**src/hw/rtl/frc_pkg.sv**
```systemverilog
package frc_pkg;

   // fixed-point format and bitmap limits
   localparam int FRAC_BITS = 4;
   localparam int MAX_DIM   = 2048;

   // field widths
   localparam int DIM_W     = 12;
   localparam int COORD_W   = 16;
   localparam int RAD_W     = 12;
   localparam int PIX_W     = 11;
   localparam int COLOR_W   = 32;
   localparam int CSR_IDX_W = 2;

   // derived widths
   localparam int SCAN_W  = RAD_W - FRAC_BITS;
   localparam int OFS_W   = SCAN_W + 1;
   localparam int CPX_W   = COORD_W - FRAC_BITS;
   localparam int ABS_W   = CPX_W + 1;
   localparam int LIMIT_W = 2 * RAD_W;
   localparam int CULL_W  = DIM_W + FRAC_BITS + 2;
   localparam int SQ_W    = 2 * SCAN_W;
   localparam int RSQ_W   = SQ_W + 1 + 2 * FRAC_BITS;

   // request commands
   localparam logic CMD_START = 1'b0;
   localparam logic CMD_STEP  = 1'b1;

   // register indexes
   localparam logic [CSR_IDX_W-1:0] CSR_BITMAP_WIDTH  = 2'd0;
   localparam logic [CSR_IDX_W-1:0] CSR_BITMAP_HEIGHT = 2'd1;
   localparam logic [CSR_IDX_W-1:0] CSR_FILL_COLOR    = 2'd2;
   localparam logic [CSR_IDX_W-1:0] CSR_LINE_COLOR    = 2'd3;

   // one classified request, handed from front to back
   typedef struct packed {
      logic                      is_step;
      logic                      done;
      logic signed [OFS_W-1:0]   ofs_x;
      logic signed [OFS_W-1:0]   ofs_y;
      logic signed [CPX_W-1:0]   cpx_x;
      logic signed [CPX_W-1:0]   cpx_y;
      logic        [LIMIT_W-1:0] inner;
      logic        [LIMIT_W-1:0] outer;
   } frc_job_type;

endpackage

```
**src/hw/rtl/frc_front.sv**
```systemverilog
module frc_front (
   input  logic                           clock,
   input  logic                           reset,
   input  logic                           accept,
   input  logic                           cmd,
   input  logic signed [frc_pkg::COORD_W-1:0] center_x,
   input  logic signed [frc_pkg::COORD_W-1:0] center_y,
   input  logic        [frc_pkg::RAD_W-1:0]   radius,
   input  logic        [frc_pkg::DIM_W-1:0]   width_eff,
   input  logic        [frc_pkg::DIM_W-1:0]   height_eff,
   output frc_pkg::frc_job_type           job
);
   import frc_pkg::*;

   localparam logic [RAD_W-1:0] ONE_PX = RAD_W'(1 << FRAC_BITS);

   logic                      busy_ff, busy_in;
   logic signed [CPX_W-1:0]   cpx_x_ff, cpx_x_in;
   logic signed [CPX_W-1:0]   cpx_y_ff, cpx_y_in;
   logic        [SCAN_W-1:0]  scan_radius_ff, scan_radius_in;
   logic signed [OFS_W-1:0]   ofs_x_ff, ofs_x_in;
   logic signed [OFS_W-1:0]   ofs_y_ff, ofs_y_in;
   logic        [LIMIT_W-1:0] inner_ff, inner_in;
   logic        [LIMIT_W-1:0] outer_ff, outer_in;

   logic signed [CULL_W-1:0]  cx_ext, cy_ext, r_ext, neg_r, wr_lim, hr_lim;
   logic                      culled;
   logic        [SCAN_W-1:0]  ir_cap;
   logic signed [CPX_W-1:0]   tx, ty;
   logic        [RAD_W-1:0]   d_abs;
   logic signed [OFS_W-1:0]   sr_s;
   logic                      at_x_end, at_y_end;

   // culling against the bitmap grown by the radius
   always_comb begin
      cx_ext = {{(CULL_W-COORD_W){center_x[COORD_W-1]}}, center_x};
      cy_ext = {{(CULL_W-COORD_W){center_y[COORD_W-1]}}, center_y};
      r_ext  = {{(CULL_W-RAD_W){1'b0}}, radius};
      neg_r  = -r_ext;
      wr_lim = {2'b00, width_eff, {FRAC_BITS{1'b0}}} + r_ext;
      hr_lim = {2'b00, height_eff, {FRAC_BITS{1'b0}}} + r_ext;
      culled = (cx_ext < neg_r) || (cx_ext > wr_lim) || (cy_ext < neg_r) || (cy_ext > hr_lim);
   end

   // scan radius, centre truncated toward zero, |radius - 1|
   always_comb begin
      ir_cap = radius[RAD_W-1:FRAC_BITS];
      if (DIM_W'(radius[RAD_W-1:FRAC_BITS]) > width_eff) begin
         ir_cap = width_eff[SCAN_W-1:0];
      end
      tx = center_x[COORD_W-1:FRAC_BITS]
         + CPX_W'(center_x[COORD_W-1] && (|center_x[FRAC_BITS-1:0]));
      ty = center_y[COORD_W-1:FRAC_BITS]
         + CPX_W'(center_y[COORD_W-1] && (|center_y[FRAC_BITS-1:0]));
      d_abs = (radius >= ONE_PX) ? (radius - ONE_PX) : (ONE_PX - radius);
   end

   always_comb begin
      sr_s     = {1'b0, scan_radius_ff};
      at_x_end = ofs_x_ff >= sr_s;
      at_y_end = ofs_y_ff >= sr_s;
   end

   always_comb begin
      busy_in        = busy_ff;
      cpx_x_in       = cpx_x_ff;
      cpx_y_in       = cpx_y_ff;
      scan_radius_in = scan_radius_ff;
      ofs_x_in       = ofs_x_ff;
      ofs_y_in       = ofs_y_ff;
      inner_in       = inner_ff;
      outer_in       = outer_ff;

      job.is_step = 1'b0;
      job.done    = 1'b1;
      job.ofs_x   = ofs_x_ff;
      job.ofs_y   = ofs_y_ff;
      job.cpx_x   = cpx_x_ff;
      job.cpx_y   = cpx_y_ff;
      job.inner   = inner_ff;
      job.outer   = outer_ff;

      if (cmd == CMD_START) begin
         job.done = culled;
         if (culled) begin
            busy_in = 1'b0;
         end else begin
            busy_in        = 1'b1;
            cpx_x_in       = tx;
            cpx_y_in       = ty;
            scan_radius_in = ir_cap;
            ofs_x_in       = -$signed({1'b0, ir_cap});
            ofs_y_in       = -$signed({1'b0, ir_cap});
            inner_in       = LIMIT_W'(d_abs) * LIMIT_W'(d_abs);
            outer_in       = LIMIT_W'(radius) * LIMIT_W'(radius);
         end
      end else if (busy_ff) begin
         job.is_step = 1'b1;
         job.done    = at_x_end && at_y_end;
         if (at_x_end && at_y_end) begin
            busy_in = 1'b0;
         end else if (at_x_end) begin
            ofs_x_in = -sr_s;
            ofs_y_in = ofs_y_ff + OFS_W'(1);
         end else begin
            ofs_x_in = ofs_x_ff + OFS_W'(1);
         end
      end
   end

   always_ff @(posedge clock) begin
      if (reset) begin
         busy_ff        <= 1'b0;
         cpx_x_ff       <= '0;
         cpx_y_ff       <= '0;
         scan_radius_ff <= '0;
         ofs_x_ff       <= '0;
         ofs_y_ff       <= '0;
         inner_ff       <= '0;
         outer_ff       <= '0;
      end else if (accept) begin
         busy_ff        <= busy_in;
         cpx_x_ff       <= cpx_x_in;
         cpx_y_ff       <= cpx_y_in;
         scan_radius_ff <= scan_radius_in;
         ofs_x_ff       <= ofs_x_in;
         ofs_y_ff       <= ofs_y_in;
         inner_ff       <= inner_in;
         outer_ff       <= outer_in;
      end
   end

endmodule

```
**src/hw/rtl/frc_queue.sv**
```systemverilog
module frc_queue #(
   parameter int DEPTH = 4
) (
   input  logic                 clock,
   input  logic                 reset,
   input  logic                 push,
   input  frc_pkg::frc_job_type push_job,
   output logic                 full,
   output logic                 head_valid,
   output frc_pkg::frc_job_type head_job,
   input  logic                 pop
);
   import frc_pkg::*;

   localparam int PTR_W = (DEPTH > 1) ? $clog2(DEPTH) : 1;
   localparam int CNT_W = $clog2(DEPTH + 1);

   frc_job_type            mem [DEPTH];
   logic [PTR_W-1:0]       wr_ptr_ff, rd_ptr_ff;
   logic [CNT_W-1:0]       count_ff;

   function automatic logic [PTR_W-1:0] next_ptr(input logic [PTR_W-1:0] p);
      next_ptr = (p == PTR_W'(DEPTH - 1)) ? '0 : p + PTR_W'(1);
   endfunction

   assign full       = count_ff == CNT_W'(DEPTH);
   assign head_valid = count_ff != '0;
   assign head_job   = mem[rd_ptr_ff];

   always_ff @(posedge clock) begin
      if (push) begin
         mem[wr_ptr_ff] <= push_job;
      end
   end

   always_ff @(posedge clock) begin
      if (reset) begin
         wr_ptr_ff <= '0;
         rd_ptr_ff <= '0;
         count_ff  <= '0;
      end else begin
         if (push) begin
            wr_ptr_ff <= next_ptr(wr_ptr_ff);
         end
         if (pop) begin
            rd_ptr_ff <= next_ptr(rd_ptr_ff);
         end
         if (push && !pop) begin
            count_ff <= count_ff + CNT_W'(1);
         end else if (pop && !push) begin
            count_ff <= count_ff - CNT_W'(1);
         end
      end
   end

endmodule

```
**src/hw/rtl/frc_back.sv**
```systemverilog
module frc_back (
   input  logic                         clock,
   input  logic                         reset,
   input  logic                         job_valid,
   input  frc_pkg::frc_job_type         job,
   output logic                         job_pop,
   input  logic [frc_pkg::DIM_W-1:0]    width_eff,
   input  logic [frc_pkg::DIM_W-1:0]    height_eff,
   input  logic [frc_pkg::COLOR_W-1:0]  fill_color,
   input  logic [frc_pkg::COLOR_W-1:0]  line_color,
   output logic                         rsp_valid,
   input  logic                         rsp_stall,
   output logic [frc_pkg::PIX_W-1:0]    rsp_pixel_x,
   output logic [frc_pkg::PIX_W-1:0]    rsp_pixel_y,
   output logic [frc_pkg::COLOR_W-1:0]  rsp_pixel_color,
   output logic                         rsp_write,
   output logic                         rsp_done_res
);
   import frc_pkg::*;

   // stage 1: squares and clipping
   logic                     s1_valid_ff;
   logic                     s1_step_ff, s1_done_ff, s1_inside_ff;
   logic [SQ_W-1:0]          s1_xsq_ff, s1_ysq_ff;
   logic [PIX_W-1:0]         s1_ax_ff, s1_ay_ff;
   logic [LIMIT_W-1:0]       s1_inner_ff, s1_outer_ff;

   logic [OFS_W-1:0]         abs_x, abs_y;
   logic signed [ABS_W-1:0]  ax, ay;
   logic                     inside_in;

   // stage 2: distance compare into the output register
   logic                     out_valid_ff;
   logic [PIX_W-1:0]         out_x_ff, out_y_ff;
   logic [COLOR_W-1:0]       out_color_ff;
   logic                     out_write_ff, out_done_ff;

   logic [SQ_W:0]            sq_sum;
   logic [RSQ_W-1:0]         rsq;
   logic                     hit, in_fill;
   logic                     out_move, s1_ready;

   assign out_move = !out_valid_ff || !rsp_stall;
   assign s1_ready = !s1_valid_ff || out_move;
   assign job_pop  = job_valid && s1_ready;

   always_comb begin
      abs_x = job.ofs_x[OFS_W-1] ? -job.ofs_x : job.ofs_x;
      abs_y = job.ofs_y[OFS_W-1] ? -job.ofs_y : job.ofs_y;
      ax = {job.cpx_x[CPX_W-1], job.cpx_x}
         + {{(ABS_W-OFS_W){job.ofs_x[OFS_W-1]}}, job.ofs_x};
      ay = {job.cpx_y[CPX_W-1], job.cpx_y}
         + {{(ABS_W-OFS_W){job.ofs_y[OFS_W-1]}}, job.ofs_y};
      inside_in = !ax[ABS_W-1] && (ax[ABS_W-2:0] < width_eff)
               && !ay[ABS_W-1] && (ay[ABS_W-2:0] < height_eff);
   end

   always_ff @(posedge clock) begin
      if (reset) begin
         s1_valid_ff <= 1'b0;
      end else if (job_pop) begin
         s1_valid_ff <= 1'b1;
      end else if (out_move) begin
         s1_valid_ff <= 1'b0;
      end
   end

   always_ff @(posedge clock) begin
      if (job_pop) begin
         s1_step_ff   <= job.is_step;
         s1_done_ff   <= job.done;
         s1_inside_ff <= inside_in;
         s1_xsq_ff    <= SQ_W'(abs_x[SCAN_W-1:0]) * SQ_W'(abs_x[SCAN_W-1:0]);
         s1_ysq_ff    <= SQ_W'(abs_y[SCAN_W-1:0]) * SQ_W'(abs_y[SCAN_W-1:0]);
         s1_ax_ff     <= ax[PIX_W-1:0];
         s1_ay_ff     <= ay[PIX_W-1:0];
         s1_inner_ff  <= job.inner;
         s1_outer_ff  <= job.outer;
      end
   end

   always_comb begin
      sq_sum  = {1'b0, s1_xsq_ff} + {1'b0, s1_ysq_ff};
      rsq     = {sq_sum, {(2*FRAC_BITS){1'b0}}};
      hit     = s1_step_ff && s1_inside_ff && (rsq <= RSQ_W'(s1_outer_ff));
      in_fill = rsq <= RSQ_W'(s1_inner_ff);
   end

   always_ff @(posedge clock) begin
      if (reset) begin
         out_valid_ff <= 1'b0;
      end else if (out_move) begin
         out_valid_ff <= s1_valid_ff;
      end
   end

   always_ff @(posedge clock) begin
      if (out_move) begin
         out_write_ff <= hit;
         out_done_ff  <= s1_done_ff;
         out_x_ff     <= hit ? s1_ax_ff : '0;
         out_y_ff     <= hit ? s1_ay_ff : '0;
         out_color_ff <= !hit ? '0 : (in_fill ? fill_color : line_color);
      end
   end

   assign rsp_valid       = out_valid_ff;
   assign rsp_pixel_x     = out_x_ff;
   assign rsp_pixel_y     = out_y_ff;
   assign rsp_pixel_color = out_color_ff;
   assign rsp_write       = out_write_ff;
   assign rsp_done_res    = out_done_ff;

endmodule

```
**src/hw/rtl/filled_circle_rasterizer_unit.sv**
```systemverilog
// Filled circle rasterizer. A start request (cmd 0) loads a circle with a
// signed Q12.4 centre and an unsigned Q8.4 radius; a circle wholly outside
// the bitmap is culled and answers done at once. Each step request (cmd 1)
// visits one offset of the square around the centre in row order and
// answers with one response: a fill-colour pixel inside radius-1, a
// line-colour pixel on the ring, write 0 for offsets outside the circle or
// the bitmap, and done on the last offset. Every request gets exactly one
// response, in order. One request is taken per clock while the queue is
// not full; each request passes through the queue and then the two-stage
// squaring and compare pipeline in the back end. A queue of QUEUE_DEPTH
// entries sits between the scan sequencer and the pixel pipeline, so the
// request side keeps flowing while responses are stalled until the queue
// fills. The user must write registers (bitmap size, colours) through the
// csr port only while no request is in flight; the block doesn't enforce it.
module filled_circle_rasterizer_unit #(
   parameter int QUEUE_DEPTH = 4
) (
   input  logic                                clock,
   input  logic                                reset,

   // csr write port
   input  logic                                csr_wr_en,
   input  logic [frc_pkg::CSR_IDX_W-1:0]       csr_index,
   input  logic [frc_pkg::COLOR_W-1:0]         csr_wdata,

   // request channel
   input  logic                                req_valid,
   output logic                                req_stall,
   input  logic                                req_cmd,
   input  logic signed [frc_pkg::COORD_W-1:0]  req_center_x,
   input  logic signed [frc_pkg::COORD_W-1:0]  req_center_y,
   input  logic        [frc_pkg::RAD_W-1:0]    req_radius,

   // response channel
   output logic                                rsp_valid,
   input  logic                                rsp_stall,
   output logic [frc_pkg::PIX_W-1:0]           rsp_pixel_x,
   output logic [frc_pkg::PIX_W-1:0]           rsp_pixel_y,
   output logic [frc_pkg::COLOR_W-1:0]         rsp_pixel_color,
   output logic                                rsp_write,
   output logic                                rsp_done_res
);
   import frc_pkg::*;

   // configuration registers
   logic [DIM_W-1:0]   bitmap_width_ff, bitmap_height_ff;
   logic [COLOR_W-1:0] fill_color_ff, line_color_ff;

   // bitmap size limited to the largest supported bitmap
   logic [DIM_W-1:0]   width_eff, height_eff;

   logic               req_accept;
   frc_job_type        front_job, head_job;
   logic               q_full, q_valid, q_pop;

   always_ff @(posedge clock) begin
      if (reset) begin
         bitmap_width_ff  <= DIM_W'(1024);
         bitmap_height_ff <= DIM_W'(1024);
         fill_color_ff    <= '0;
         line_color_ff    <= '0;
      end else if (csr_wr_en) begin
         unique case (csr_index)
            CSR_BITMAP_WIDTH:  bitmap_width_ff  <= csr_wdata[DIM_W-1:0];
            CSR_BITMAP_HEIGHT: bitmap_height_ff <= csr_wdata[DIM_W-1:0];
            CSR_FILL_COLOR:    fill_color_ff    <= csr_wdata;
            CSR_LINE_COLOR:    line_color_ff    <= csr_wdata;
            default: ;
         endcase
      end
   end

   assign width_eff  = (bitmap_width_ff > DIM_W'(MAX_DIM)) ? DIM_W'(MAX_DIM) : bitmap_width_ff;
   assign height_eff = (bitmap_height_ff > DIM_W'(MAX_DIM)) ? DIM_W'(MAX_DIM) : bitmap_height_ff;

   // requests stall only when the queue is full
   assign req_stall  = q_full;
   assign req_accept = req_valid && !req_stall;

   // front: culling, setup and the scan sequencer
   frc_front u_front (
      .clock      (clock),
      .reset      (reset),
      .accept     (req_accept),
      .cmd        (req_cmd),
      .center_x   (req_center_x),
      .center_y   (req_center_y),
      .radius     (req_radius),
      .width_eff  (width_eff),
      .height_eff (height_eff),
      .job        (front_job)
   );

   frc_queue #(
      .DEPTH (QUEUE_DEPTH)
   ) u_queue (
      .clock      (clock),
      .reset      (reset),
      .push       (req_accept),
      .push_job   (front_job),
      .full       (q_full),
      .head_valid (q_valid),
      .head_job   (head_job),
      .pop        (q_pop)
   );

   // back: distance test, clipping and the response register
   frc_back u_back (
      .clock           (clock),
      .reset           (reset),
      .job_valid       (q_valid),
      .job             (head_job),
      .job_pop         (q_pop),
      .width_eff       (width_eff),
      .height_eff      (height_eff),
      .fill_color      (fill_color_ff),
      .line_color      (line_color_ff),
      .rsp_valid       (rsp_valid),
      .rsp_stall       (rsp_stall),
      .rsp_pixel_x     (rsp_pixel_x),
      .rsp_pixel_y     (rsp_pixel_y),
      .rsp_pixel_color (rsp_pixel_color),
      .rsp_write       (rsp_write),
      .rsp_done_res    (rsp_done_res)
   );

endmodule

```
**config.mk**
```make
export PLATFORM = sky130hd
export DESIGN_NAME = filled_circle_rasterizer_unit
export DESIGN_NICKNAME = d
export VERILOG_FILES = /design/src/hw/rtl/frc_pkg.sv /design/src/hw/rtl/frc_front.sv /design/src/hw/rtl/frc_queue.sv /design/src/hw/rtl/frc_back.sv /design/src/hw/rtl/filled_circle_rasterizer_unit.sv
export SDC_FILE = /design/constraint.sdc
export NUM_CORES = 2
export LEC_CHECK = 0
export ABC_AREA = 0
export BUFFER_PORTS_ARGS = -buffer_cell sky130_fd_sc_hd__clkbuf_2
export CAP_MARGIN = 30
export CORE_MARGIN = 2
export CORE_UTILIZATION = 60
export CTS_CLUSTER_SIZE = 8
export DETAILED_ROUTE_END_ITERATION = 10
export PLACE_DENSITY_LB_ADDON = 0.05
export SYNTH_ARGS = -nofsm -noshare
export SYNTH_HDL_FRONTEND = slang
export SYNTH_HIERARCHICAL = 1
export SYNTH_SLANG_ARGS = --single-unit
```
**constraint.sdc**
```tcl
create_clock -name clock -period 15.66 [get_ports clock]
set_clock_uncertainty 0.1 [all_clocks]
set_input_delay 3.132 -clock clock [delete_from_list [all_inputs] [get_ports clock]]
set_output_delay 3.132 -clock clock [all_outputs]
set_load 0.01 [all_outputs]
```
==> results.tsv <==
metric	value	unit
total CTS buffers	100	
FF+latch count, synth	721	
clk buf depth	3	
1st-iter DRT viols	2489	
ys async rst share	0	%
Startpoint Class	input port	
Critical Path RT	16030	ps
Port Buffers	141	
max cap viols	0	
Slew Limit Headroom	32.7	%
fmax	97.3	MHz
Setup crit end	u_front/inner_ff[23]	
DR pass1 iterations	5	
share of cells above drive strength 1	10.8	%
Hold Path Class	reg -> reg	
largest net degree at the start of global routing	109	
cts hold-fix bufs	0	
library cells used by synthesis	93	
Seq/Total Area, Yosys	43.4	%
Critical Path AT	10650	ps
Netlist Area Pre-Place	45400	µm²
# setup viols final	0	
GR Overflow Total	0	
R2R depth	21	
Sum Neg Setup Slack	0	ps
cell with the most instances after synthesis	edfxtp_1	
final core occ	66.8	%
setup bufs post-CTS	0	
final hold violations	0	
Worst Setup SP	req_radius[5]	
status	finished, final reports clean	
CTS tree	built	
GRT Resource Usage Total	28.8	%
top cells by count, synth	edfxtp_1 (527), inv_1 (451), ha_1 (392), nor2_1 (264), fa_1 (215)	
Worst setup EP type	flop	
Reg-to-Reg End	u_back/s1_ysq_ff[15]	
Worst R2R Setup Slack	7600	ps
row cnt	100	
Ports	142	
Yosys Warn Count	6	
FILL cells	5738	
main flop type after synthesis	edfxtp_1	
Avg Inst Size Synth	11.5	µm²
Clock Pin Slew Worst Setup and Hold Paths	50	ps
top cells by area, synth	edfxtp_1 (35%), ha_1 (11%), fa_1 (9.5%)	
GPL Wtd Cong	0.961	
Nets	4765	
WS Path Type	in -> reg	
vias in the first global route	30000	
Post-CTS Resized	0	
leading area contributor after synthesis	edfxtp_1	
initial antenna violation count	1	
Clk Latency, worst-skew pair	650	ps
Post-synth EDFFs	527	
Die H	279	µm
min Tclk post-route	10280	ps
DRC viols	0	
clock sinks	721	
Synth-to-Final Area Change	9.96	%
via count	30300	
crit-path max FO	18	
WL final	110	mm
min setup slack post-route	5380	ps
first-pass GRT wire length	173	mm
vias per inst	5.92	
Post-Synthesis Cells	3931	
Starting Density	60.8	%
die area	77900	µm²
post-synth top area share	34.9	%
Hold Worst Slack	329	ps
CTS Root Cell	clkbuf_16	
drt wl/cell	21.6	µm
Die Width	279	µm
worst-margin pin slew	1010	ps
RSZ-0062 raised after global routing	no	
core box area	74700	µm²
Final Max Slew Viols	0	
part of the cycle the worst path needs	65.7	%
Antenna Nets Post-Route	0	
pre-CTS WS	4820	ps
htree depth	3	
Final HPWL DP	79.2	mm
## worst min-delay path by stage
stage / from / endpoint / slack (ps) / cells after the start
2_1_floorplan: u_back/s1_done_ff / u_back/rsp_done_res / 300 / 0
3_3_place_gp: u_back/s1_done_ff / u_back/rsp_done_res / 310 / 0
3_5_place_dp: u_back/s1_done_ff / u_back/rsp_done_res / 310 / 0
4_1_cts: u_back/s1_done_ff / u_back/rsp_done_res / 320 / 0
5_1_grt: u_back/s1_done_ff / u_back/rsp_done_res / 330 / 0
6_report: u_back/s1_done_ff / u_back/rsp_done_res / 330 / 0
## layout make-up
cell class              instances  area (µm²)  share of cell area (%)
multi-input cells            2607       23300                    46.7
clock inverters                 7         104                   0.208
diodes                          1        2.50                 0.00501
flip-flops and latches        721       19700                    39.5
well taps                     969        1210                    2.43
inverters                     460        1730                    3.47
repair buffers                184        1050                    2.11
clock buffers                 166        2770                    5.55
## state kept, by name (all words and copies together) (netlist names), 21 cells and up, named ones only
| register | flops |
|---|---|
| line_color_ff | 32 |
| u_back/s1_inner_ff | 24 |
| u_front/inner_ff | 23 |
| u_back/rsp_pixel_color | 32 |
| u_back/s1_outer_ff | 24 |
| fill_color_ff | 32 |
| u_queue/mem | 368 |
| u_front/outer_ff | 21 |
## cells by family (layout without fill, tap and decap cells)
family                     after synthesis  in the layout  synth area share (%)
AOI/OAI and AO/OA                      601            601                  8.58
muxes                                  230            230                  7.63
and+or+nand+nor                        975            975                  11.0
DFF                                    721            721                  43.4
buffers and inverters                  607            817                  5.37
adders and majority gates              607            607                  20.3
xor gates and xnor gates               188            188                  3.70
other                                    2              7                0.0165
## stage by stage
stage / area (µm²) / instances
3_5_place_dp: 47000 / 4941
2_1_floorplan: 45400 / 3935
4_1_cts: 49900 / 5114
3_3_place_gp: 47000 / 4940
5_1_grt: 49900 / 5115
6_report: 49900 / 5115
## per-layer routing
layer  vias up  GRT usage [%]  wire length (µm)
met5         -              0                 0
met4         0           8.59              2710
met3       149           4.02              7070
met2       986           45.9             51300
met1     14900           41.3             49300
li1      14200              -                 -
## worst max-delay path, stage by stage
cell and delay [ps]:
clkbuf_2 370, clkinv_1 420, ha_1 300, and4bb_2 260, nor4_4 330, o21ai_0 190, xnor2_1 620, inv_1 310
nor2_1 240, inv_1 80, fa_1 500, fa_1 440, fa_1 520, fa_1 520, fa_1 550, inv_1 40
ha_1 360, a21oi_1 180, o22ai_1 120, a311oi_1 430, a21oi_1 160, nand2b_1 130, a311oi_1 110, xnor2_1 210
o22ai_1 90
## layout by cell type, fill, tap and decap left out, types with 8 or more instances in the layout
cell type,instances
a211o_1,8
a211oi_1,58
a21o_1,37
a21oi_1,186
a311oi_1,12
a31o_2,9
a31oi_1,16
and2_1,37
and3_1,22
buf_4,42
clkbuf_1,65
clkbuf_16,101
clkbuf_2,140
dfxtp_1,192
edfxtp_1,527
fa_1,215
ha_1,392
inv_1,451
mux2i_1,132
mux4_2,92
nand2_1,149
nand2b_1,146
nand3_1,100
nand4_1,28
nor2_1,264
nor2b_1,46
nor3_1,75
nor3b_1,27
nor4_1,16
o2111ai_1,8
o211ai_1,20
o21a_1,26
o21ai_0,116
o21bai_1,12
o22ai_1,9
o31ai_1,16
or2_2,15
or3_1,12
xnor2_1,130
xor2_1,55
Power is left out: the tool's default activity adds up to more than one toggle a clock period on the data nets, which glitch-free logic cannot reach.
